--- config.mk ---
export PLATFORM = sky130hd
export DESIGN_NAME = pdbc_front
export DESIGN_NICKNAME = d
export VERILOG_FILES = /design/src/rtl/core/pdbc_pkg.sv /design/src/rtl/core/pdbc_front.sv
export SDC_FILE = /design/constraint.sdc
export NUM_CORES = 1
export LEC_CHECK = 0
export CORE_MARGIN = 5
export CORE_UTILIZATION = 50
export DETAILED_ROUTE_END_ITERATION = 8
export DONT_BUFFER_PORTS = 1
export GPL_TIMING_DRIVEN = 0
export PLACE_DENSITY_LB_ADDON = 0.15
export SYNTH_ARGS = -nofsm -noshare
export SYNTH_HDL_FRONTEND = slang
export SYNTH_SLANG_ARGS = --single-unit
export TNS_END_PERCENT = 30
--- constraint.sdc ---
create_clock -name aclk -period 3.5 [get_ports aclk]
set_input_delay 0.875 -clock aclk [delete_from_list [all_inputs] [get_ports aclk]]
set_output_delay 0.875 -clock aclk [all_outputs]
set_load 0.05 [all_outputs]
--- src/rtl/core/pdbc_pkg.sv ---
package pdbc_pkg;

    // Reset value of the frame start byte
    localparam logic [7:0] HEADER_RESET = 8'hCC;

    // Input opcodes
    typedef enum logic [1:0] {
        OP_RECEIVE = 2'd0,
        OP_READ    = 2'd1,
        OP_RELEASE = 2'd2,
        OP_IGNORE  = 2'd3
    } op_t;

    // Result kinds
    typedef enum logic [2:0] {
        KIND_QUEUED   = 3'd0,
        KIND_FAIL     = 3'd1,
        KIND_DROPPED  = 3'd2,
        KIND_READ     = 3'd3,
        KIND_EMPTY    = 3'd4,
        KIND_RELEASED = 3'd5
    } kind_t;

    // Parser states
    typedef enum logic [2:0] {
        PS_STANDBY,
        PS_LEN,
        PS_ID,
        PS_PAYLOAD,
        PS_CHECKSUM
    } parse_state_t;

    // Commands handed from the parser to the ring engine
    typedef enum logic [2:0] {
        CMD_STORE,
        CMD_GOOD,
        CMD_BAD,
        CMD_READ,
        CMD_RELEASE
    } cmd_op_t;

    typedef struct packed {
        cmd_op_t    op;
        logic [7:0] data;   // payload byte for a store
        logic [7:0] index;  // payload offset for a store or a read
        logic [7:0] id;     // frame id for a finished frame
        logic [7:0] len;    // frame length for a finished frame
    } cmd_t;

    // One BSD checksum step: rotate right by one, then add
    function automatic logic [7:0] bsd_step(input logic [7:0] sum, input logic [7:0] b);
        bsd_step = {sum[0], sum[7:1]} + b;
    endfunction

    // True when index lies inside the stored payload of a frame of length len
    function automatic logic in_payload(input logic [7:0] index, input logic [7:0] len);
        in_payload = ({1'b0, index} + 9'd1) < {1'b0, len};
    endfunction

endpackage

--- src/rtl/core/pdbc_front.sv ---
module pdbc_front #(
    parameter int MAX_PAYLOAD = 256
) (
    input  logic           aclk,
    input  logic           aresetn,
    input  logic           cfg_valid,
    output logic           cfg_ready,
    input  logic [7:0]     cfg_data,
    input  logic           s_valid,
    output logic           s_ready,
    input  logic [1:0]     s_opcode,
    input  logic [7:0]     s_rx_byte,
    input  logic [7:0]     s_read_index,
    input  logic           fifo_full,
    output logic           push,
    output pdbc_pkg::cmd_t push_cmd
);

    import pdbc_pkg::*;

    parse_state_t state_reg, state_next;
    logic [7:0]   header_reg;
    logic [7:0]   count_reg, count_next;
    logic [7:0]   sum_reg, sum_next;
    logic [7:0]   len_reg, len_next;
    logic [7:0]   id_reg, id_next;
    logic         accept;

    assign cfg_ready = 1'b1;
    assign s_ready   = !fifo_full;
    assign accept    = s_valid && s_ready;

    // Classify the word and step the frame parser
    always_comb begin
        state_next = state_reg;
        count_next = count_reg;
        sum_next   = sum_reg;
        len_next   = len_reg;
        id_next    = id_reg;
        push       = 1'b0;
        push_cmd   = '{op: CMD_STORE, data: s_rx_byte, index: count_reg,
                       id: id_reg, len: len_reg};
        if (accept) begin
            unique case (op_t'(s_opcode))
                OP_RECEIVE: begin
                    unique case (state_reg)
                        PS_STANDBY: begin
                            if (s_rx_byte == header_reg) begin
                                count_next = 8'd0;
                                state_next = PS_LEN;
                            end
                        end
                        PS_LEN: begin
                            len_next   = s_rx_byte;
                            state_next = PS_ID;
                        end
                        PS_ID: begin
                            id_next    = s_rx_byte;
                            sum_next   = bsd_step(sum_reg, s_rx_byte);
                            state_next = PS_PAYLOAD;
                        end
                        PS_PAYLOAD: begin
                            if (in_payload(count_reg, len_reg)) begin
                                push       = ({1'b0, count_reg} < 9'(MAX_PAYLOAD));
                                sum_next   = bsd_step(sum_reg, s_rx_byte);
                                count_next = count_reg + 8'd1;
                            end else begin
                                // trailer byte, skip it
                                state_next = PS_CHECKSUM;
                            end
                        end
                        PS_CHECKSUM: begin
                            push        = 1'b1;
                            push_cmd.op = (s_rx_byte == sum_reg) ? CMD_GOOD : CMD_BAD;
                            sum_next    = 8'd0;
                            state_next  = PS_STANDBY;
                        end
                        default: begin
                            state_next = PS_STANDBY;
                        end
                    endcase
                end
                OP_READ: begin
                    push           = 1'b1;
                    push_cmd.op    = CMD_READ;
                    push_cmd.index = s_read_index;
                end
                OP_RELEASE: begin
                    push        = 1'b1;
                    push_cmd.op = CMD_RELEASE;
                end
                OP_IGNORE: begin
                    push = 1'b0;
                end
                default: begin
                    push = 1'b0;
                end
            endcase
        end
    end

    always_ff @(posedge aclk) begin
        if (!aresetn) begin
            state_reg  <= PS_STANDBY;
            header_reg <= HEADER_RESET;
            count_reg  <= 8'd0;
            sum_reg    <= 8'd0;
            len_reg    <= 8'd0;
            id_reg     <= 8'd0;
        end else begin
            state_reg <= state_next;
            count_reg <= count_next;
            sum_reg   <= sum_next;
            len_reg   <= len_next;
            id_reg    <= id_next;
            if (cfg_valid && cfg_ready) begin
                header_reg <= cfg_data;
            end
        end
    end

endmodule

## Word level (Yosys, flattened, before mapping)

Index checks and enable logic that the tools add are counted.

- Flip-flop bits (word level): 43
- Output and inout port bits: 38

- $add $sub $neg: 3
- Order comparisons: 1
- Equal/unequal tests: 12
- Multiplexer cells: 18
- Reductions and logical operators: 12

Operator list:

| kind | count |
|---|---|
| $mux 8 | 5 |
| $pmux 8 s3 | 1 |
| $eq 8x8->1 | 2 |
| $pmux 8 s2 | 1 |
| $pmux 3 s4 | 1 |
| $add 8x1->9 const B | 1 |
| $lt 9x8->1 | 1 |
| $mux 3 | 3 |
| $pmux 3 s3 | 1 |
| $add 8x1->8 const B | 1 |
| $add 8x8->8 | 1 |
| $reduce_and 4->1 | 2 |
| $eq 3x2->1 const B | 2 |
| $ne 2x2->1 const B | 3 |
| $reduce_and 3->1 | 2 |
| $reduce_and 5->1 | 1 |
| $eq 2x2->1 const B | 2 |
| $mux 2 | 2 |
| $eq 3x1->1 const B | 1 |
| $eq 3x3->1 const B | 1 |
| $logic_not 3->1 | 1 |
| $pmux 1 s3 | 1 |
| $reduce_bool 3->1 | 1 |
| $eq 2x1->1 const B | 1 |
| 7 further kinds | 8 |

## Depth between registers and ports, before layout

Gate-level depths: netlist of the first run.

- Word-level depth: 6
- Depth in mapped cells: 12

## Worst setup path after synthesis of the first run

OpenSTA, ideal clock, no wires.

- Kind: reg-to-output
- Start point: register count_reg[0]
- End point: output push
- Data arrival time: 2.995 ns
- Required time: 2.625 ns
- Slack: -0.370 ns
- Stages on the path, launching flop included: 11
- Buffers on the path: 0
- Cells stage by stage: dfxtp_1 -> ha_1 -> and3_1 -> nand3_1 -> xnor2_1 -> ha_1 -> and3_1 -> a221o_1 -> a21oi_4 -> a41oi_1 -> a21oi_1

- Cells in the longest elaborated chain, start to end: 6

Ends and longest elaborated chain:

| what | RTL line | text |
|---|---|---|
| start, declared | pdbc_front.sv:23 | `logic [7:0] count_reg, count_next;` |
| start signal, assigned | pdbc_front.sv:112 | `count_reg <= count_next;` |
| $add 8x1->9 | pdbc_pkg.sv:57 | `in_payload = ({1'b0, index} + 9'd1) < {1'b0, len};` |
| $lt 9x8->1 | pdbc_pkg.sv:57 |  |
| $mux 1 | pdbc_front.sv:63 | `if (in_payload(count_reg, len_reg)) begin` |
| $pmux 1 s2 | pdbc_front.sv:46 | `unique case (state_reg)` |
| $pmux 1 s3 | pdbc_front.sv:44 | `unique case (op_t'(s_opcode))` |
| $mux 1 | pdbc_front.sv:43 | `if (accept) begin` |
| end, declared | pdbc_front.sv:15 | `output logic push,` |

Every way passes these cells.

## Final worst setup path of the first run

- Start point: register count_reg[1]
- End point: output push

Same word-level chain as after synthesis.

==> results of run 1 <==
## logic make-up after synthesis
logic type	after synthesis	share of synthesized area (%)
AO/OA/AOI/OAI	46	12.6
XOR/XNOR	29	9.27
adder cells (fa/ha/maj)	19	8.95
buffers and inverters	42	7.26
flip-flops	43	31.4
multiplexers	33	12.4
other	1	0.137
AND/OR/NAND/NOR	102	18.0
## per-stage QoR
stage          setup WS (ps)  hold slack, ps  util, %  total power [mW]  setup TNS (ps)
6_report                -192             491     59.0             0.949            -192
5_1_grt                 -287             511     59.0             0.985            -311
4_1_cts                 -210             483     57.1             0.961            -210
3_5_place_dp            -311             483     52.6             0.618            -311
3_3_place_gp            -309             476     52.6             0.617            -457
2_1_floorplan         -0.317             453        -             0.605          -0.317
## what timing repair did
item                                    4_1_cts  5_1_grt
gates resized for setup                      20       13
pin swaps                                     9       13
setup buffers                                 9        5
endpoints found under the setup margin        2        3
## area by class of cell
| class | count | area share, % |
|---|---|---|
| multi-input cells | 230 | 56.9 |
| flip-flops and latches | 43 | 27.6 |
| plain buffers | 24 | 4.32 |
| repair buffers | 14 | 3.30 |
| well taps | 72 | 2.83 |
| clock buffers | 6 | 2.59 |
| inverters | 17 | 2.00 |
| clock inverters | 2 | 0.510 |
## worst max-delay path: cells and delay by family, from the launching register on
| kind | cells | cell delay (ps) |
|---|---|---|
| fa+ha+maj | 2 | 470 |
| compound gates | 5 | 1290 |
| buf+inv | 1 | 120 |
| xor+xnor | 1 | 150 |
| flops | 1 | 390 |
| simple gates | 1 | 90 |
## synth_stat cells, drive strengths merged (3+ instances only)
cell type | n | share of area, %
o21bai | 4 | 1.1
clkbuf | 8 | 1.1
nand3 | 12 | 2.2
or3 | 6 | 1.4
a21oi | 12 | 2.6
nor2 | 28 | 3.8
mux2 | 8 | 3.3
inv | 17 | 2.3
mux2i | 25 | 9.1
a21o | 5 | 1.4
xor2 | 4 | 1.3
dfxtp | 43 | 31
nor3 | 7 | 1.3
and3 | 4 | 0.91
nand2 | 26 | 3.6
nand2b | 5 | 1.1
buf | 17 | 3.8
xnor2 | 25 | 8.0
nor3b | 4 | 1.3
a31oi | 3 | 1.2
o41ai | 3 | 1.2
ha | 18 | 8.2
nand4 | 4 | 0.91
o21ai | 8 | 1.5
## worst paths after layout
path                start  slack (ps)            to  depth (start not counted)
max          count_reg[1]        -190          push                         10
min          count_reg[6]         490  count_reg[6]                          2
max reg2reg  count_reg[1]         560  count_reg[3]                         12
min reg2reg  count_reg[6]         490  count_reg[6]                          2
## power breakdown
group	switching [mW]	internal, mW
Combinational	0.0703	0.0378
Sequential	0.00365	0.491
Clock	0.185	0.161
## per-layer routing
metal	part of all wire [%]	up-vias	GRT usage [%]
li1	-	1116	-
met1	44	1006	23.3
met2	47	58	28.6
met3	7.9	8	5.82
met4	1.2	0	4.97
met5	0	-	0
## cells in the final DEF (no fill, tap or decap), types with 6 or more instances in the layout
cell / n
a21oi_1: 10
buf_4: 23
clkbuf_1: 7
clkbuf_8: 6
dfxtp_1: 36
ha_1: 17
inv_1: 17
mux2_2: 8
mux2i_1: 25
nand2_1: 26
nand3_1: 7
nor2_1: 28
nor3_1: 6
o21ai_0: 8
or3_1: 6
xnor2_1: 22
==> results.yml, run 1 <==
finish:
  register_area_um2: 880
  fill_cells: 463
  fin_area_mm2: 0.00319
  nets: 385
  syn_to_final_growth_pct: 16.3
  final_cells: 408
  n_antenna_cell: 0
  drive_above_1_share_pct: 22.3
  multiInputGateArea_mm2: 0.00181
setup_path:
  slowest_delay_ps: 390
  worstPathCellList: "ha_4 -> buf_4 -> nand3_4 -> xnor2_2 -> ha_1 -> a21o_1 -> a221o_1 -> a21oi_4 -> a41oi_2 -> a21oi_4"
  worst_setup_path_start_kind: "flip-flop"
  crit_type: "flip-flop to output pin"
  worstPathRequired_ps: 2620
  cp-end-kind: "output pin"
  crit_top_cell: "a21oi_4"
  cp.arrival_ps: 2820
  cp_max_fo: 4
  crit_slowest_cell: "dfxtp_4"
grt:
  grt_pass1_vias: 2070
  overflow: 0
  antenna_found_initial: 0
  grt_usage_pct: 18.0
  grt_pass1_wl_mm: 10.4
  grt_max_degree: 15
drt:
  via_count: 2188
  drt_iter0_markers: 61
  routedWlPerCell_um: 15.9
  first_pass_iters: 4
  final_antenna_net_count: 0
  drc: 0
  viasPerCell: 5.36
  routed_wl_mm: 6.49
synth:
  avgSynthCellArea_um2: 8.70
  ys_seq_elements: 43
  yosys.cell_types.count: 45
  ys.flop_type: "dfxtp_1"
  ys_async_sr_fraction_pct: 0
  syn-instance-count: 315
  synth.net_count: 365
  yosysSeqAreaShare_pct: 31.4
  synth_edf_count: 0
  syn-cell-area_mm2: 0.00274
  yosys_warnings: 0
floorplan:
  core-area_mm2: 0.00541
  chipWidth_um: 84.0
  start_util_pct: 50.7
  io_pins: 69
  die_h_um: 84.0
  die_area_mm2: 0.00706
  row_count: 27
timing:
  report.final.hold_viol_count: 0
  setup_ws_ps: -192
  min_period_over_period_pct: 105
  slew_violations: 0
  skew_ps: 5.61
  worst_pin_slew_ps: 691
  relSlewSlack_pct: 53.8
  rsz0062_at_grt: "true"
  setup_violations: 1
  period_minus_slack_ps: 3690
  clock.fmax_mhz: 271
place:
  place_area_mm2: 0.00284
  place_hpwl_mm: 4.63
  io_buffers: 0
  dp.cells: 387
  finalWeightedCongestion: 0.771
clock_network:
  cts_tree: "yes"
  cts_sinks: 43
  ctsHoldBuffers: 0
  clkSlewWorstSetupHoldPaths_ps: 90
  h-tree-depth: 2
  clkLatencyLatePin_ps: 300
  cts_buffer_depth: 2
  root_buffer: "clkbuf_8"
  numCtsBuffers: 5
power_and_ir_drop:
  power_density_mw_per_mm2: 298
  p_leak_nw: 1.42
  peakVddDrop_v: 0.000269
min_path:
  hold_class: "flip-flop to flip-flop"
job:
  drv_cap: 0
run_status:
  status: "finished with violations"
  violations: "setup timing"
No activity file was read; power rests on OpenSTA's default activity.
==> run 2: changes to the inputs <==
BUFFER_PORTS_ARGS = -buffer_cell sky130_fd_sc_hd__buf_2   (was default)
DONT_BUFFER_PORTS = default   (was 1)
==> run 2 against run 1 <==
  * The flow still finishes with violations (setup timing)
  * Worst hold slack better by 5.0 ps
  * Global-route usage rose by 0.095 points
  * Sequential power barely moved
  * First-iteration DRC count grew 38%
  * Total power rose by 7.2%
  * Largest cell class unchanged
==> results.yml, run 2 (synthesized netlist as in run 1, its figures left out) <==
run_status:
  status: "finished with violations"
  violations: "setup timing"
timing:
  skew_ps: 2.60
  rsz0062_at_grt: "true"
  setup_ws_ps: -102
  whs_ps: 496
  clock.fmax_mhz: 278
  worst_pin_slew_ps: 719
  report.final.hold_viol_count: 0
  min_period_over_period_pct: 103
  slew_violations: 0
  timing.setup.tns_ps: -102
  period_minus_slack_ps: 3600
  relSlewSlack_pct: 51.8
  setup_violations: 1
power_and_ir_drop:
  p_total_mw: 1.02
  power_density_mw_per_mm2: 284
  p_leak_nw: 1.72
  peakVddDrop_v: 0.000307
finish:
  final_cell_mix: "buf_2 (69), dfxtp_1 (36), nor2_1 (28)"
  fill_cells: 460
  syn_to_final_growth_pct: 30.6
  multiInputGateArea_mm2: 0.00187
  final_common_cell: "buf_2"
  n_antenna_cell: 0
  final_cells: 470
  drive_above_1_share_pct: 34.7
  nets: 448
  register_area_um2: 882
grt:
  grt_pass1_wl_mm: 10.6
  grt_pass1_vias: 2253
  grt_max_degree: 14
  overflow: 0
  antenna_found_initial: 0
  grt_usage_pct: 18.1
floorplan:
  io_pins: 69
  start_util_pct: 50.7
  row_count: 27
  die_area_mm2: 0.00706
  core-area_mm2: 0.00541
  die_h_um: 84.0
  chipWidth_um: 84.0
min_path:
  hold_class: "flip-flop to flip-flop"
clock_network:
  cts_tree: "yes"
  h-tree-depth: 2
  cts_buffer_depth: 2
  clkLatencyLatePin_ps: 300
  ctsHoldBuffers: 0
  root_buffer: "clkbuf_8"
  cts_sinks: 43
  clkSlewWorstSetupHoldPaths_ps: 80
  numCtsBuffers: 5
place:
  dp.cells: 452
  io_buffers: 65
  finalWeightedCongestion: 0.793
  place_hpwl_mm: 4.80
setup_path:
  cp-end-kind: "output pin"
  cp_max_fo: 4
  worstPathRequired_ps: 2620
  crit_type: "flip-flop to output pin"
  worst_setup_path_start_kind: "flip-flop"
  cp.arrival_ps: 2730
drt:
  drt_iter0_markers: 84
  drc: 0
  routedWlPerCell_um: 14.5
  first_pass_iters: 4
  final_antenna_net_count: 0
  viasPerCell: 5.12
  via_count: 2406
  routed_wl_mm: 6.80
job:
  drv_cap: 0
## run 2: path summary, 6_finish.rpt
path	endpoint	slack, ps	startpoint	cells after the start
setup / recovery	push	-100	count_reg[0]	11
setup reg to reg	count_reg[3]	560	count_reg[0]	12
hold / removal	sum_reg[3]	500	sum_reg[3]	2
hold reg to reg	sum_reg[3]	500	sum_reg[3]	2
## run 2: report_power, final
part           internal, mW  leakage [nW]  switching (mW)
clock network         0.209        0.0502           0.173
registers             0.490         0.353         0.00375
logic                0.0536          1.32          0.0884
total                 0.752          1.72           0.265
## run 2: timing repair
item | 4_1_cts | 5_1_grt
setup buffers | 6 | 6
endpoints found under the setup margin | 1 | 1
resized for setup | 22 | 21
endpoints found under the hold margin | 0 | 0
pin swaps | 11 | 16
## run 2: per-stage QoR
stage	cell area, um2	util, %	worst slack (ps)
after floorplan	2750	-	-0.317
after global placement	3170	58.6	-332
after detailed placement	3170	58.6	-335
after CTS	3400	62.9	-169
after global routing	3580	66.3	-201
final	3580	66.3	-102
## run 2: layout make-up
class,instances,share of cell area [%]
buffer,24,3.84
clock buffer,5,1.92
clock inverter,2,1.05
inverter,17,1.78
multi-input combinational,230,52.3
sequential,43,24.6
tap,72,2.52
timing repair buffer,77,12.0
## run 2: critical path, stage by stage, from the launching register on
cell     delay [ps]
dfxtp_4         400
buf_6           110
and3_4          190
nand3_4         110
xnor2_4         210
ha_4            230
and3_4          180
a221o_1         350
a21oi_4         150
a41oi_2         160
a21oi_4         170
buf_6           170
## run 2: per-layer routing
layer	vias up	wire, um	part of all wire, %	GRT usage (%)
li1	1236	-	-	-
met1	1108	3040	45	22.8
met2	56	3320	49	30.3
met3	6	377	5.5	4.94
met4	0	60	0.88	4.68
met5	-	0	0	0
==> run 3: changes to the inputs <==
CORE_ASPECT_RATIO = 2   (was default)
==> run 3 against run 2 <==
  * The run still ends with setup timing left
  * Global-route usage is 2.5 points higher
  * Utilization grew 0.28 points
  * Clock power is 6.5% higher
  * Maximum frequency decreased by 2.4%
  * First-iteration DRC count decreased by 17%
  * Worst hold slack got worse by 1.3 ps
  * Non-clock buffer count increased by 8
  * Register-to-register slack worse by 180 ps
  * Total power increased by 2.8%
  * Largest cell class unchanged
  * Largest power group unchanged
==> results.yml, run 3 (synthesized netlist as in run 1, its figures left out) <==
finish:
  n_antenna_cell: 0
  syn_to_final_growth_pct: 30.4
  final_cells: 467
  final_common_cell: "buf_2"
  final_cell_mix: "buf_2 (69), dfxtp_1 (36), nor2_1 (28), buf_4 (28), nand2_1 (26)"
  nets: 456
  drive_above_1_share_pct: 35.6
power_and_ir_drop:
  power.share.sequential_pct: 47.3
  peakVddDrop_v: 0.000356
  clockPowerShare_pct: 38.9
  p_int_mw: 0.761
  comb_power_share_pct: 13.8
  power.switching_mw: 0.286
  p_leak_nw: 1.76
  power_density_mw_per_mm2: 293
  power_switching_share_pct: 27.3
clock_network:
  cts_buffer_depth: 2
  ctsHoldBuffers: 0
  cts_sinks: 43
  numCtsBuffers: 5
  cts_tree: "yes"
  clkLatencyLatePin_ps: 310
  clkSlewWorstSetupHoldPaths_ps: 90
  root_buffer: "clkbuf_8"
  h-tree-depth: 2
timing:
  slew_violations: 0
  clock.fmax_mhz: 271
  setup_ws_ps: -189
  period_minus_slack_ps: 3690
  skew_ps: 6.72
  worst_pin_slew_ps: 764
  min_period_over_period_pct: 105
  timing.setup.tns_ps: -189
  setup_violations: 1
  report.final.hold_viol_count: 0
  rsz0062_at_grt: "true"
  relSlewSlack_pct: 48.8
setup_path:
  crit_type: "flip-flop to output pin"
  cp.arrival_ps: 2810
  worstPathRequired_ps: 2620
  worst_r2r_startpoint: "count_reg[2]"
  cp-end-kind: "output pin"
  slowest_delay_ps: 350
  worst_setup_path_start_kind: "flip-flop"
  critPathLaunch: "count_reg[2]"
  crit_top_cell: "buf_6"
  crit_slowest_cell: "a221o_1"
  cp_max_fo: 5
  worstPathCellList: "buf_6 -> buf_6 -> and3_4 -> nand3_4 -> xnor2_2 -> ha_1 -> and3_4 -> a221o_1 -> a21oi_4 -> a41oi_2 -> a21oi_4 -> buf_6"
grt:
  antenna_found_initial: 0
  overflow: 0
  grt_usage_pct: 20.6
  grt_pass1_vias: 2540
  grt_max_degree: 16
  grt_pass1_wl_mm: 11.9
floorplan:
  die_h_um: 115
  core-area_mm2: 0.00537
  row_count: 38
  chipWidth_um: 62.4
  die_area_mm2: 0.00715
  io_pins: 69
  start_util_pct: 51.0
job:
  drv_cap: 0
drt:
  routed_wl_mm: 7.67
  via_count: 2561
  drt_iter0_markers: 70
  routedWlPerCell_um: 16.4
  first_pass_iters: 4
  drc: 0
  final_antenna_net_count: 0
  viasPerCell: 5.48
min_path:
  hold_class: "flip-flop to flip-flop"
  min_from: "id_reg[4]"
place:
  post-place-ws_ps: -315
  finalWeightedCongestion: 0.864
  io_buffers: 65
  place_hpwl_mm: 5.54
  dp.cells: 440
run_status:
  status: "finished with violations"
  violations: "setup timing"
==> run 3: cell count changes in the layout (fill, tap and decap cells not counted), sizes merged <==
| cell | change |
|---|---|
| buf | +8 |
| clkinv | +1 |
| clkinvlp | -1 |
| inv | +1 |
==> run 3: timing repair <==
action	CTS	global route
endpoints found under the setup margin	1	1
setup buffers	12	8
gates resized for setup	25	11
pin swaps	11	12
==> run 3: path summary, 6_finish.rpt <==
kind | slack [ps] | endpoint | cells after the start
worst max-delay path | -190 | push | 12
worst min-delay path | 490 | id_reg[4] | 2
worst max register to register | 380 | count_reg[4] | 14
worst min register to register | 490 | id_reg[4] | 2
==> run 3: worst max-delay path: cells and delay by family, from the launching register on <==
family                     cells  cell delay (ps)
and+or+nand+nor                3              470
buffers and inverters          3              400
AOI/OAI and AO/OA              4              840
xor gates and xnor gates       1              210
adders and majority gates      1              260
DFF                            1              330
==> run 3: per-layer routing <==
layer  GRT usage (%)  wire [um]  vias to the layer above
met2            42.3       4590                       61
met4            8.64        148                        0
met3            4.32        319                       12
met1            18.6       2610                     1236
met5               0          0                        -
li1                -          -                     1252
==> run 3: through the flow <==
step	hold WS (ps)	area (um2)	power (mW)	utilization, %
CTS	492	3450	1.06	64.3
floorplan	453	2750	0.605	-
finish	494	3570	1.05	66.5
detailed placement	480	3150	0.653	58.7
global placement	472	3150	0.651	58.7
global route	520	3570	1.09	66.5
==> run 3: layout make-up <==
class                   instances  area [um2]
well taps                      60        75.1
clock inverters                 3        47.5
repair buffers                 85         485
multi-input cells             230        1820
plain buffers                  24         138
inverters                      17        63.8
fillers                       475        1800
clock buffers                   5        68.8
flip-flops and latches         43         880
==> run 3: power by group through the flow <==
stage	clock network (mW)	logic, mW	registers, mW
floorplan	0	0.0962	0.509
global placement	0	0.142	0.509
detailed placement	0	0.144	0.509
CTS	0.419	0.145	0.495
global route	0.436	0.156	0.496
finish	0.407	0.144	0.495
