**src/rtl/core/pdbc_pkg.sv**
```systemverilog
package pdbc_pkg;

    // Reset value of the frame start byte
    localparam logic [7:0] HEADER_RESET = 8'hCC;

    // Input opcodes
    typedef enum logic [1:0] {
        OP_RECEIVE = 2'd0,
        OP_READ    = 2'd1,
        OP_RELEASE = 2'd2,
        OP_IGNORE  = 2'd3
    } op_t;

    // Result kinds
    typedef enum logic [2:0] {
        KIND_QUEUED   = 3'd0,
        KIND_FAIL     = 3'd1,
        KIND_DROPPED  = 3'd2,
        KIND_READ     = 3'd3,
        KIND_EMPTY    = 3'd4,
        KIND_RELEASED = 3'd5
    } kind_t;

    // Parser states
    typedef enum logic [2:0] {
        PS_STANDBY,
        PS_LEN,
        PS_ID,
        PS_PAYLOAD,
        PS_CHECKSUM
    } parse_state_t;

    // Commands handed from the parser to the ring engine
    typedef enum logic [2:0] {
        CMD_STORE,
        CMD_GOOD,
        CMD_BAD,
        CMD_READ,
        CMD_RELEASE
    } cmd_op_t;

    typedef struct packed {
        cmd_op_t    op;
        logic [7:0] data;   // payload byte for a store
        logic [7:0] index;  // payload offset for a store or a read
        logic [7:0] id;     // frame id for a finished frame
        logic [7:0] len;    // frame length for a finished frame
    } cmd_t;

    // One BSD checksum step: rotate right by one, then add
    function automatic logic [7:0] bsd_step(input logic [7:0] sum, input logic [7:0] b);
        bsd_step = {sum[0], sum[7:1]} + b;
    endfunction

    // True when index lies inside the stored payload of a frame of length len
    function automatic logic in_payload(input logic [7:0] index, input logic [7:0] len);
        in_payload = ({1'b0, index} + 9'd1) < {1'b0, len};
    endfunction

endpackage

```
**src/rtl/core/pdbc_cmd_fifo.sv**
```systemverilog
module pdbc_cmd_fifo (
    input  logic           aclk,
    input  logic           aresetn,
    input  logic           push,
    input  pdbc_pkg::cmd_t push_cmd,
    output logic           full,
    input  logic           pop,
    output logic           head_valid,
    output pdbc_pkg::cmd_t head_cmd
);

    import pdbc_pkg::*;

    cmd_t       entry_reg [2];
    logic       wr_ptr_reg, wr_ptr_next;
    logic       rd_ptr_reg, rd_ptr_next;
    logic [1:0] count_reg, count_next;

    // Advance pointers and occupancy
    always_comb begin
        wr_ptr_next = push ? ~wr_ptr_reg : wr_ptr_reg;
        rd_ptr_next = pop ? ~rd_ptr_reg : rd_ptr_reg;
        count_next  = count_reg + {1'b0, push} - {1'b0, pop};
    end

    always_ff @(posedge aclk) begin
        if (!aresetn) begin
            wr_ptr_reg <= 1'b0;
            rd_ptr_reg <= 1'b0;
            count_reg  <= 2'd0;
        end else begin
            wr_ptr_reg <= wr_ptr_next;
            rd_ptr_reg <= rd_ptr_next;
            count_reg  <= count_next;
        end
    end

    // Hold entries until popped
    always_ff @(posedge aclk) begin
        if (push) begin
            entry_reg[wr_ptr_reg] <= push_cmd;
        end
    end

    assign full       = (count_reg == 2'd2);
    assign head_valid = (count_reg != 2'd0);
    assign head_cmd   = entry_reg[rd_ptr_reg];

endmodule

```
**config.mk**
```make
export PLATFORM = sky130hd
export DESIGN_NAME = pdbc_cmd_fifo
export DESIGN_NICKNAME = d
export VERILOG_FILES = /design/src/rtl/core/pdbc_pkg.sv /design/src/rtl/core/pdbc_cmd_fifo.sv
export SDC_FILE = /design/constraint.sdc
export NUM_CORES = 1
export LEC_CHECK = 0
export BUFFER_PORTS_ARGS = -buffer_cell sky130_fd_sc_hd__buf_2
export CORE_ASPECT_RATIO = 0.7
export CORE_MARGIN = 4
export CORE_UTILIZATION = 48
export DETAILED_ROUTE_END_ITERATION = 8
export PLACE_DENSITY = 0.76
export SETUP_SLACK_MARGIN = 0.05
export SYNTH_ARGS = -nofsm -noshare
export SYNTH_HDL_FRONTEND = slang
export SYNTH_SLANG_ARGS = --single-unit
```
**constraint.sdc**
```tcl
create_clock -name aclk -period 3 [get_ports aclk]
set_input_delay 0.3 -clock aclk [delete_from_list [all_inputs] [get_ports aclk]]
set_output_delay 0.3 -clock aclk [all_outputs]
set_load 0.01 [all_outputs]
```
-- After elaboration in Yosys (flattened, before gate mapping)
Memories as Yosys holds them, arrays and structs flattened. A register that Yosys moved wholly into a read port is not among the register bits.
Cells that the tools add are included.
- add/subtract/negate cells: 2
- equal/unequal tests: 1
- mux-type cells: 4
- bitwise logic cells: 2
- reductions and logical operators: 1
- operator list (kind ; count):
    $mux 1 ; 4
    $add 2x1->2 ; 1
    $eq 2x2->1 const B ; 1
    $not 1->1 ; 2
    $reduce_bool 2->1 ; 1
    $sub 2x1->2 ; 1
- bits in registers: 4
- RAM bits: 70
- output and inout port bits: 37
- word-level logic and storage cells: 14
- memories kept: 1
- memory list (memory ; words ; width ; read ports ; clocked after memory_dff ; write ports ; RTL line ; source):
    entry_reg ; 2 ; 35 ; 1 ; 1 ; 1 ; pdbc_cmd_fifo.sv:14 ; cmd_t entry_reg [2];

-- Depth between registers and ports, before layout
Gate-level depths: netlist of the first run.
- depth after elaboration: 3
- gate-level depth with buffers: 6
- gate-level depth less buffers: 6

-- Worst setup path after synthesis of the first run
No wires, ideal clock.
- path type: flip-flop to flip-flop
- from: reg wr_ptr_reg
- to: mem entry_reg[0][0] (netlist name) (enable)
- library setup time: 0.433 ns
- arrival: 1.907 ns
- required time: 2.567 ns
- setup slack: 0.660 ns
- cell stages (with the launch flop): 2
- clock period less this slack: 2.340 ns
- cell sequence: dfxtp_1 -> nor2b_1
- RTL lines (what ; RTL line ; source):
    start: declaration ; pdbc_cmd_fifo.sv:15 ; logic wr_ptr_reg, wr_ptr_next;
    start signal: assignment ; pdbc_cmd_fifo.sv:32 ; wr_ptr_reg <= wr_ptr_next;
    end: declaration ; pdbc_cmd_fifo.sv:14 ;
Straight into the memory's write port.

==> results of run 1 <==
## cell type report
class / count / share of cell area [%]
flip-flops and latches: 75 / 62.5
multi-input cells: 49 / 18.0
repair buffers: 77 / 11.4
clock buffers: 10 / 3.62
well taps: 75 / 2.66
clock inverters: 6 / 1.60
inverters: 2 / 0.213
## metal layers
metal	wire length (um)	up-vias	GRT usage [%]
met5	0	-	0
met4	34	0	4.87
met3	492	5	6.69
met2	2030	61	19.1
met1	2100	677	17.1
li1	-	669	-
## cell families after synthesis
kind of cell	count (synthesis)	share of synthesized area, %
compound gates	1	0.258
flops	75	75.7
simple gates	9	1.94
xor+xnor	2	1.08
buf+inv	6	2.71
fa+ha+maj	2	0.860
mux	35	17.4
## worst reg2reg max path: cells and delay by family, from the launching register on
kind | cells | cell delay, ns
flip-flops | 1 | 0.34
buffers and inverters | 1 | 0.37
AND/OR/NAND/NOR | 1 | 0.51
## how the worst max path moves through the flow
stage          startpoint         endpoint  slack [ns]  cells past startpoint
5_1_grt         flip-flop     head_cmd[22]        0.75                      3
3_3_place_gp    flip-flop     head_cmd[10]        1.20                      3
4_1_cts         flip-flop     head_cmd[22]        0.81                      3
2_1_floorplan  wr_ptr_reg  entry_reg[0][0]        0.66                      1
6_report        flip-flop     head_cmd[22]        0.85                      3
3_5_place_dp    flip-flop     head_cmd[22]        1.18                      3
## where the power goes
group / leakage, nW / internal, mW / total (mW) / switching, mW
clock network: 0.0951 / 0.377 / 0.721 / 0.343
logic: 0.628 / 0.159 / 0.278 / 0.119
registers: 0.699 / 1.21 / 1.24 / 0.0322
total: 1.42 / 1.74 / 2.24 / 0.495
## placed cells by master (no fill, tap or decap)
| cell | n |
|---|---|
| sky130_fd_sc_hd__and2_1 | 3 |
| sky130_fd_sc_hd__o21a_1 | 1 |
| sky130_fd_sc_hd__ha_1 | 2 |
| sky130_fd_sc_hd__buf_2 | 75 |
| sky130_fd_sc_hd__clkbuf_1 | 1 |
| sky130_fd_sc_hd__clkinv_2 | 2 |
| sky130_fd_sc_hd__clkinv_4 | 1 |
| sky130_fd_sc_hd__clkbuf_8 | 9 |
| sky130_fd_sc_hd__or2_2 | 1 |
| sky130_fd_sc_hd__dfxtp_2 | 1 |
| sky130_fd_sc_hd__buf_4 | 1 |
| sky130_fd_sc_hd__xor2_1 | 1 |
| sky130_fd_sc_hd__nor2b_4 | 1 |
| sky130_fd_sc_hd__buf_12 | 1 |
| sky130_fd_sc_hd__clkinv_1 | 2 |
| sky130_fd_sc_hd__edfxtp_1 | 70 |
| sky130_fd_sc_hd__bufinv_16 | 1 |
| sky130_fd_sc_hd__dfxtp_1 | 4 |
| sky130_fd_sc_hd__and2_2 | 1 |
| sky130_fd_sc_hd__xnor3_1 | 1 |
| sky130_fd_sc_hd__inv_1 | 2 |
| sky130_fd_sc_hd__mux2_2 | 5 |
| sky130_fd_sc_hd__nor2b_1 | 3 |
| sky130_fd_sc_hd__mux2_4 | 30 |
## through the flow
stage / util [%] / hold slack (ns) / setup slack, ns / cells
3_5_place_dp: 57.8 / 0.492 / 1.18 / 278
5_1_grt: 61.0 / 0.120 / 0.754 / 294
3_3_place_gp: 57.8 / 0.487 / 1.20 / 278
2_1_floorplan: - / 0.399 / 0.660 / 130
4_1_cts: 61.0 / 0.128 / 0.810 / 294
6_report: 61.0 / 0.144 / 0.853 / 294
## Yosys cell counts (all sizes together)
cell and n:
and2 4, buf 4, dfxtp 5, edfxtp 70, ha 2, inv 2
mux2 35, nor2b 4, o21a 1, or2 1, xnor3 1, xor2 1
==> metrics.md, run 1 <==
| Metric | Value |
|---|---|
| Status | finished clean |
| Count of nets after finishing | between 200 and 300 |
| Pwr dens | 635 nW/um^2 |
| Share of synthesized area occupied by flip-flops and latches | roughly 76% |
| Worst path arrival time | roughly 1.9 ns |
| Max-Slew Margin vs Limit | about 44% |
| Crit path cell chain | buf_12 -> mux2_4 -> buf_2 |
| Synthesized area per cell | 22.4 um^2 |
| Number of antenna violations at the first check in global routing | 0 |
| TritonCTS clock tree | built |
| Post-Syn Nets | roughly 170 |
| Synthesis Warnings | 0 |
| Count of standard-cell rows | 23 |
| Largest area contributor in the synthesized netlist | sky130_fd_sc_hd__edfxtp_1 |
| Fin Clk Skew | around 0.011 ns |
| Area contributors post-synth | sky130_fd_sc_hd__edfxtp_1 72%, sky130_fd_sc_hd__mux2_4 15%, sky130_fd_sc_hd__dfxtp_1 3.4% |
| Maximum cell stage delay along the critical path | 0.80 ns |
| Post-Place Cell Area | 3340 um^2 |
| Clock slew at the register clock pins of the worst setup and hold paths | approximately 0.08 ns |
| Kind of end point of the critical path | output port |
| Total clock sinks | 75 |
| Drt first-iter violations | 60 |
| Initial standard-cell utilization of the core | between 50% and 60% |
| Synth-to-layout area growth | 21.3% |
| Routed Antenna Nets | 0 |
| Count of boundary I/O pins | 76 |
| Fill cells | between 400 and 500 |
| Largest fanout on the critical path | 22 |
| Final period utilization | a little under three quarters |
| Cts-stage hold buffer count | 0 |
| Count of state elements after synthesis | 75 |
| Hold Crit Endpoint | entry_reg[0][33] |
| Largest vdd supply drop | ~310 uV |
| Final setup vio count | 0 |
| Worst R2R Path Depth | 2 |
| Post-CTS setup repair buffer count | 0 |
| Area of the mapped netlist | 2910 um^2 |
| Fraction of final layout cells sized beyond drive strength 1 | just under 60% |
| Total chip power | around 2.2 mW |
| Number of cells produced by synthesis | 130 |
| Startpoint of the worst register-to-register path | wr_ptr_reg |
| Multi-input combinational cell area | approximately 640 um^2 |
| Vias in the first global route | around 1400 |
| Die X-Extent | 101 um |
| Static Leakage | around 1.4 nW |
| Terminus of the critical flop-to-flop path | entry_reg[0][7] |
| Die area | approximately 7400 um^2 |
| Number of buffer cells added on primary ports | 75 |
| Count of H-tree levels built during CTS | 3 |
| Required @ worst endpoint | 2.70 ns |
| Vias per Instance | between 4 and 5 |
| R2R setup slack | approximately 1.5 ns |
| Number of vias after detailed routing | 1412 |
| Hold Violations, Final | 0 |
| Cell area after layout | around 3500 um^2 |
| Die height | approximately 73 um |
| Wire length after detailed routing | 4650 um |
| Share of the synthesized area in the top cell type | between 70% and 80% |
| Detailed-routing iteration count for the pre-antenna-repair pass | 4 |
| Top delay family on crit path | flip-flops |
| Footprint of the flip-flops and latches | about 2200 um^2 |
| Antenna Cells | 0 |
| DRC violation count after routing | 0 |
| Clock insertion delay at the later pin of the skew report | around 0.34 ns |
| Setup_tns | 0 ns |
| Number of cells upsized or downsized after cts | 0 |
| Kind of critical path | flip-flop to output port |
| Worst-Margin Slew | 0.836 ns |
| Largest register FFs | 70 |
| Clock tree root buffer cell | sky130_fd_sc_hd__clkbuf_8 |
| Global-route wire length before repair | roughly 7000 um |
| Worst Setup Start Kind | flip-flop |
| Hold path depth | 1 |
| Remaining global-route overflow | 0 |
| Number of buffer and inverter instances along the worst setup path | 2 |
| Pin count of the biggest net entering global routing | 36 |
| Avg WL per Cell | 15.8 um |
| Cell with the largest stage delay on the worst path | sky130_fd_sc_hd__dfxtp_2 |
| Number of max-slew violations in the final report | 0 |
| Class of the tightest hold or removal check | primary input to flip-flop |
| Origin of the worst min-delay path | push_cmd[33] |
| Max Clk Rate | 0.466 GHz |
| Library cells used by synthesis | 14 |
| Max cap viols | 0 |
| RSZ-0062 raised after global routing | no |
| Core area | ~5800 um^2 |
| Number of CTS-inserted buffers | 9 |
| Gpl congestion | around 0.72 |
| Clock tree buffer depth | 2 |
| Overall routing resource usage | about an eighth |
| Minimum clock period after layout | 2.15 ns |
No activity file was read; power rests on OpenSTA's default activity.
==> run 2: changes to the inputs <==
--- a/config.mk
+++ b/config.mk
@@ -5,12 +5,13 @@
 export SDC_FILE = /design/constraint.sdc
 export NUM_CORES = 1
 export LEC_CHECK = 0
+export ABC_AREA = 1
 export BUFFER_PORTS_ARGS = -buffer_cell sky130_fd_sc_hd__buf_2
 export CORE_ASPECT_RATIO = 0.7
 export CORE_MARGIN = 4
-export CORE_UTILIZATION = 48
+export CORE_UTILIZATION = 47
 export DETAILED_ROUTE_END_ITERATION = 8
-export PLACE_DENSITY = 0.76
+export PLACE_DENSITY = 0.77
 export SETUP_SLACK_MARGIN = 0.05
 export SYNTH_ARGS = -nofsm -noshare
 export SYNTH_HDL_FRONTEND = slang
==> constraint.sdc (replaced) <==
create_clock -name aclk -period 1.8 [get_ports aclk]
set_input_delay 0.18 -clock aclk [delete_from_list [all_inputs] [get_ports aclk]]
set_output_delay 0.18 -clock aclk [all_outputs]
set_load 0.01 [all_outputs]
==> run 2 against run 1 <==
Against the previous run:
- clock-buffer cell count is the same
- combinational power grew 54%
- synthesized cell count grew 9.2%
- critical endpoint is now head_cmd[0]
- area after synthesis is essentially flat
- largest cell class unchanged
==> metrics.md, run 2 <==
| Metric | Value |
|---|---|
| Status | finished clean |
| Ys async rst share | 0% (unchanged) |
| Post-CTS setup repair buffer count | 0 (unchanged) |
| Max cap viols | 0 (unchanged) |
| Worst-Margin Slew | 0.239 ns (-0.598 ns) |
| DRC violation count after routing | 0 (unchanged) |
| Final cell count without fillers | 311 (+5.8%) |
| Number of buffer cells added on primary ports | 75 (unchanged) |
| Footprint of the flip-flops and latches | 2200 um^2 (unchanged) |
| Die X-Extent | 102 um (+0.94%) |
| Remaining global-route overflow | 0 (unchanged) |
| Static Leakage | 1.46 nW (+2.7%) |
| Worst R2R Path Depth | 8 (+6) |
| Most instantiated cells after synthesis | 70 x sky130_fd_sc_hd__edfxtp_1, 30 x sky130_fd_sc_hd__mux2_4, 9 x sky130_fd_sc_hd__nand2_1 |
| Fraction of final layout cells sized beyond drive strength 1 | 56.4% (-2.5 points) |
| Kind of end point of the critical path | output port |
| Number of antenna violations at the first check in global routing | 0 (unchanged) |
| Minimum clock period after layout | about 1.6 ns |
| Routed Antenna Nets | 0 (unchanged) |
| Fill cells | 456 (+2.2%) |
| Hold path depth | 1 (unchanged) |
| Pwr dens | 996 nW/um^2 (+57%) |
| Hpwl dp | around 3200 um |
| Count of state elements after synthesis | 75 (unchanged) |
| Share of the synthesized area in the top cell type | 72.4% (about the same) |
| Final setup vio count | 0 (unchanged) |
| Post-Syn Nets | 183 (+7.0%) |
| Most common cell after layout, fill and taps aside | sky130_fd_sc_hd__buf_2 |
| Global-route wire length before repair | 6910 um (-0.70%) |
| Wire length after detailed routing | 4540 um (-2.5%) |
| Clock slew at the register clock pins of the worst setup and hold paths | 0.07 ns (about the same) |
| Clock insertion delay at the later pin of the skew report | 0.33 ns (about the same) |
| Total chip power | 3.53 mW (+58%) |
| Largest area contributor in the synthesized netlist | sky130_fd_sc_hd__edfxtp_1 |
| Leading cell types in the layout, fill and taps excluded | 75 x sky130_fd_sc_hd__buf_2, 70 x sky130_fd_sc_hd__edfxtp_1, 30 x sky130_fd_sc_hd__mux2_4 |
| Vias in the first global route | 1453 (+3.9%) |
| Largest vdd supply drop | 560 uV (+80%) |
| Max Clk Rate | ~0.63 GHz |
| Gpl congestion | 0.665 (-7.8%) |
| Die area | 7520 um^2 (+1.8%) |
| Multi-input combinational cell area | 613 um^2 (-3.5%) |
| Library cells used by synthesis | 12 (-2) |
| Die height | 73.8 um (+0.90%) |
| Largest register FFs | 70 (unchanged) |
| Number of cells produced by synthesis | 142 (+9.2%) |
| Fin Clk Skew | 0.00471 ns (-0.00621 ns) |
| Terminus of the critical flop-to-flop path | count_reg[1] |
| Area of the mapped netlist | 2910 um^2 (about the same) |
| Total clock sinks | 75 (unchanged) |
| Origin of the worst min-delay path | push_cmd[8] |
| Number of max-slew violations in the final report | 0 (unchanged) |
| Vias per Instance | 4.63 (-3.5%) |
| Worst Setup Start Kind | flip-flop |
| Largest fanout on the critical path | 12 (-45%) |
| Class of the tightest hold or removal check | primary input to flip-flop |
| Area contributors post-synth | sky130_fd_sc_hd__edfxtp_1 72%, sky130_fd_sc_hd__mux2_4 16%, sky130_fd_sc_hd__dfxtp_1 3.4% |
| Antenna Cells | 0 (unchanged) |
| Count of nets after finishing | 272 (+6.7%) |
| RSZ-0062 raised after global routing | no |
| Pin count of the biggest net entering global routing | 24 (-33%) |
| Worst path arrival time | 1.42 ns (-0.43 ns) |
| Number of vias after detailed routing | 1441 (+2.1%) |
| Hold Violations, Final | 0 (unchanged) |
| Drt first-iter violations | 62 (+3.3%) |
| Leading register cell type out of synthesis | sky130_fd_sc_hd__edfxtp_1 |
| Detailed-routing iteration count for the pre-antenna-repair pass | 4 (unchanged) |
| Synthesis Warnings | 0 (unchanged) |
| Overall routing resource usage | 12.8% (-0.41 points) |
| Clock tree root buffer cell | sky130_fd_sc_hd__clkbuf_8 |
| Hold Crit Endpoint | entry_reg[1][8] |
| Core area | 5840 um^2 (+0.99%) |
| Max-Slew Margin vs Limit | 84.1% (+40 points) |
| Startpoint of the worst register-to-register path | count_reg[0] |
| Final period utilization | between 80% and 90% |
| Setup_tns | 0 ns (unchanged) |
| Synthesized area per cell | 20.5 um^2 (-8.5%) |
| Number of flops mapped to enable cells by yosys | 70 (unchanged) |
| Required @ worst endpoint | 1.62 ns (-1.08 ns) |
| Most frequent cell after synthesis | sky130_fd_sc_hd__edfxtp_1 |
| R2R setup slack | 0.52 ns (-0.95 ns) |
| Count of H-tree levels built during CTS | 3 (unchanged) |
| Inst Count DP | 294 (+5.8%) |
| Count of standard-cell rows | 23 (unchanged) |
| Number of CTS-inserted buffers | 9 (unchanged) |
| Initial standard-cell utilization of the core | 49.7% (-0.54 points) |
| Share of synthesized area occupied by flip-flops and latches | 75.8% (about the same) |
| Synth-to-layout area growth | 22.2% |
| Kind of critical path | flip-flop to output port |
| Clock tree buffer depth | 2 (unchanged) |
| Count of boundary I/O pins | 76 (unchanged) |
| TritonCTS clock tree | built |
| Avg WL per Cell | 14.6 um (-7.8%) |
run 2: critical path, cell delays in order (launching register included):
cell and delay (ns):
sky130_fd_sc_hd__dfxtp_2 0.35, sky130_fd_sc_hd__buf_4 0.25, sky130_fd_sc_hd__mux2_2 0.36, sky130_fd_sc_hd__buf_2 0.14
run 2: cell families (layout without fill, tap and decap cells):
family	Yosys count	in the layout	share of synthesized area, %
AO/OA/AOI/OAI	1	1	0.172
adder cells (fa/ha/maj)	2	2	0.861
buffers and inverters	11	105	3.36
flip-flops	75	75	75.8
multiplexers	35	35	17.4
AND/OR/NAND/NOR	18	18	2.37
run 2: layout make-up:
cell class	instances	share of cell area, %
Sequential cell	75	62.1
Multi-Input combinational cell	56	17.3
Timing Repair Buffer	82	12.5
Clock buffer	10	3.60
Tap cell	75	2.64
Clock inverter	6	1.20
Inverter	7	0.740
run 2: timing repair:
| action | in CTS | in global routing |
|---|---|---|
| hold endpoints to repair | 0 | 2 |
| resized for setup | 0 | 0 |
| hold buffers | 0 | 1 |
run 2: report_power, final:
group	total, mW	leakage (nW)	switching [mW]	internal [mW]
clock network	1.07	0.0822	0.567	0.499
registers	2.04	0.699	0.0271	2.01
logic	0.428	0.678	0.208	0.220
run 2: worst max-delay path by stage:
stage / slack [ns] / cells past startpoint / end
floorplan: 0.14 / 1 / entry_reg[0][0]
global placement: 0.54 / 3 / head_cmd[0]
detailed placement: 0.53 / 8 / count_reg[1]
CTS: 0.16 / 3 / head_cmd[0]
global route: 0.09 / 3 / head_cmd[0]
finish: 0.20 / 3 / head_cmd[0]
run 2: stage by stage:
step	util (%)	hold slack, ns	area, um^2	worst slack [ns]
floorplan	-	0.273	2910	0.144
global placement	57.7	0.367	3370	0.542
detailed placement	57.7	0.371	3370	0.531
CTS	60.6	0.0116	3540	0.158
global route	60.8	0.00536	3550	0.0899
finish	60.8	0.0370	3550	0.201
run 2: per-layer routing:
metal | global-route usage (%) | part of all wire [%]
met3 | 7.40 | 10
met2 | 19.3 | 47
met5 | 0 | 0
met1 | 15.2 | 42
met4 | 4.80 | 0.99
==> run 3: changes to the inputs <==
--- a/config.mk
+++ b/config.mk
@@ -11,7 +11,7 @@
 export CORE_MARGIN = 4
 export CORE_UTILIZATION = 47
 export DETAILED_ROUTE_END_ITERATION = 8
-export PLACE_DENSITY = 0.77
+export PLACE_DENSITY = 0.74
 export SETUP_SLACK_MARGIN = 0.05
 export SYNTH_ARGS = -nofsm -noshare
 export SYNTH_HDL_FRONTEND = slang
==> run 3 against run 2 <==
Against the previous run:
- via count grew 0.97%
- sequential power is essentially flat
- first-iteration DRC count shrank 8.1%
- critical endpoint is now head_cmd[3]
- clock-buffer cell count shrank 1
- critical path depth is the same
- global-route usage grew 0.91 points
- fmax grew 0.82%
- die area is the same
- highest routed layer unchanged
- largest cell class unchanged
==> metrics.md, run 3 (synthesis results as in run 2) <==
| Metric | Value |
|---|---|
| Largest vdd supply drop | 640 uV (+14%) |
| Number of vias after detailed routing | 1455 (+0.97%) |
| Worst path arrival time | 1.41 ns (about the same) |
| Status | finished clean |
| Largest fanout on the critical path | 11 (-1) |
| Total chip power | 3.78 mW (+6.8%) |
| Worst-Margin Slew | 0.286 ns (+0.0470 ns) |
| Max-Slew Margin vs Limit | 80.9% (-3.2 points) |
| Final period utilization | 88.1% (-0.73 points) |
| Kind of end point of the critical path | output port |
| Clock insertion delay at the later pin of the skew report | 0.33 ns (about the same) |
| Overall routing resource usage | 13.7% (+0.91 points) |
| Critical path destination | head_cmd[3] |
| Vias per Instance | 4.68 (+0.97%) |
| Final cell count without fillers | 311 (unchanged) |
| Leading cell types in the layout, fill and taps excluded | 75 x sky130_fd_sc_hd__buf_2, 70 x sky130_fd_sc_hd__edfxtp_1, 30 x sky130_fd_sc_hd__mux2_4 |
| Core area | 5840 um^2 (unchanged) |
| Most common cell after layout, fill and taps aside | sky130_fd_sc_hd__buf_2 |
| Max Clk Rate | 0.630 GHz (+0.82%) |
| Avg WL per Cell | 15.2 um (+3.9%) |
| Minimum clock period after layout | 1.59 ns (-0.0131 ns) |
| RSZ-0062 raised after global routing | no |
| Worst Setup Start Kind | flip-flop |
| Die X-Extent | 102 um (unchanged) |
| Hpwl dp | 3390 um (+5.6%) |
| Setup_tns | 0 ns (unchanged) |
| Number of antenna violations at the first check in global routing | 0 (unchanged) |
| Clock tree root buffer cell | sky130_fd_sc_hd__clkbuf_8 |
| Vias in the first global route | 1496 (+3.0%) |
| Clock slew at the register clock pins of the worst setup and hold paths | 0.07 ns (about the same) |
| Remaining global-route overflow | 0 (unchanged) |
| Max cap viols | 0 (unchanged) |
| Total clock sinks | 75 (unchanged) |
| Count of nets after finishing | 273 (+0.37%) |
| Detailed-routing iteration count for the pre-antenna-repair pass | 4 (unchanged) |
| Count of H-tree levels built during CTS | 3 (unchanged) |
| Inst Count DP | 294 (unchanged) |
| Count of standard-cell rows | 23 (unchanged) |
| Initial standard-cell utilization of the core | 49.7% (unchanged) |
| Final setup vio count | 0 (unchanged) |
| Pwr dens | 1050 nW/um^2 (+5.1%) |
| Worst R2R Path Depth | 8 (unchanged) |
| Final Hold Slack | 0.0339 ns (-0.00308 ns) |
| Largest register FFs | 70 (unchanged) |
| Wire length after detailed routing | 4720 um (+3.9%) |
| Drt first-iter violations | 57 (-8.1%) |
| Gpl congestion | 0.744 (+12%) |
| Clock tree buffer depth | 2 (unchanged) |
| R2R setup slack | 0.50 ns (-0.02 ns) |
| Count of boundary I/O pins | 76 (unchanged) |
| Static Leakage | 1.49 nW (+1.9%) |
| Number of max-slew violations in the final report | 0 (unchanged) |
| Synth-to-layout area growth | 24.2% |
| Hold Violations, Final | 0 (unchanged) |
| Routed Antenna Nets | 0 (unchanged) |
| Global-route wire length before repair | 7200 um (+4.3%) |
| Terminus of the critical flop-to-flop path | count_reg[1] |
| Pin count of the biggest net entering global routing | 25 (+4.2%) |
| DRC violation count after routing | 0 (unchanged) |
| Number of CTS-inserted buffers | 9 (unchanged) |
| Die height | 73.8 um (unchanged) |
| Required @ worst endpoint | 1.62 ns (about the same) |
| TritonCTS clock tree | built |
| Startpoint of the worst register-to-register path | count_reg[0] |
| Die area | 7520 um^2 (unchanged) |
| Class of the tightest hold or removal check | primary input to flip-flop |
| Number of buffer cells added on primary ports | 75 (unchanged) |
| Fraction of final layout cells sized beyond drive strength 1 | 55.9% (-0.42 points) |
| Kind of critical path | flip-flop to output port |
| Fin Clk Skew | 0.00655 ns (+0.00184 ns) |
| Antenna Cells | 0 (unchanged) |
run 3: changes by cell type in the layout (fill, tap and decap cells not counted):
cell                            previous run  this run
sky130_fd_sc_hd__clkbuf_1                  1         0
sky130_fd_sc_hd__clkinv_1                  0         1
sky130_fd_sc_hd__clkinv_4                  2         0
sky130_fd_sc_hd__dlygate4sd3_1             1         2
sky130_fd_sc_hd__buf_12                    1         2
sky130_fd_sc_hd__clkinvlp_4                2         1
sky130_fd_sc_hd__bufinv_16                 0         2
sky130_fd_sc_hd__buf_4                     5         4
run 3: how the worst min path moves through the flow:
stage,cells after the start,endpoint,slack [ns],startpoint
2_1_floorplan,2,count_reg[0],0.27,aresetn
3_3_place_gp,1,entry_reg[0][10],0.37,push_cmd[10]
3_5_place_dp,1,entry_reg[0][29],0.37,push_cmd[29]
4_1_cts,1,entry_reg[0][10],0.006,push_cmd[10]
5_1_grt,1,entry_reg[0][9],0.0003,push_cmd[9]
6_report,1,entry_reg[0][34],0.03,push_cmd[34]
run 3: worst max-delay path, cell delays in order (launching register included):
cell and delay (ns):
sky130_fd_sc_hd__dfxtp_2 0.35, sky130_fd_sc_hd__buf_4 0.23, sky130_fd_sc_hd__mux2_2 0.36, sky130_fd_sc_hd__buf_2 0.14
run 3: per-layer routing:
layer / global-route usage [%] / vias to the layer above / routed length [um]
met2: 20.5 / 56 / 2240
met1: 16.5 / 686 / 1970
li1: - / 710 / -
met4: 6.11 / 0 / 34
met3: 7.21 / 3 / 468
met5: 0 / - / 0
run 3: timing repair:
item	4_1_cts	5_1_grt
buffers inserted	0	0
hold buffers	0	2
hold endpoints to repair	0	4
gates resized for setup	0	0
run 3: power breakdown:
group	switching (mW)	total [mW]	internal [mW]
logic	0.212	0.437	0.224
clock network	0.537	1.30	0.762
registers	0.0274	2.04	2.01
total	0.777	3.78	3.00
run 3: area by class of cell:
type	instances	area, um^2
Timing Repair Buffer	83	465
Multi-Input combinational cell	56	613
Tap cell	75	93.8
Inverter	7	26.3
Clock inverter	6	81.3
Clock buffer	9	124
Sequential cell	75	2200
Fill cell	446	2230
run 3: stage by stage:
stage / util [%] / worst slack [ns] / area [um^2]
2_1_floorplan: - / 0.144 / 2910
3_3_place_gp: 57.9 / 0.547 / 3380
3_5_place_dp: 57.9 / 0.517 / 3380
4_1_cts: 61.4 / 0.167 / 3590
5_1_grt: 61.7 / 0.139 / 3610
6_report: 61.7 / 0.214 / 3610
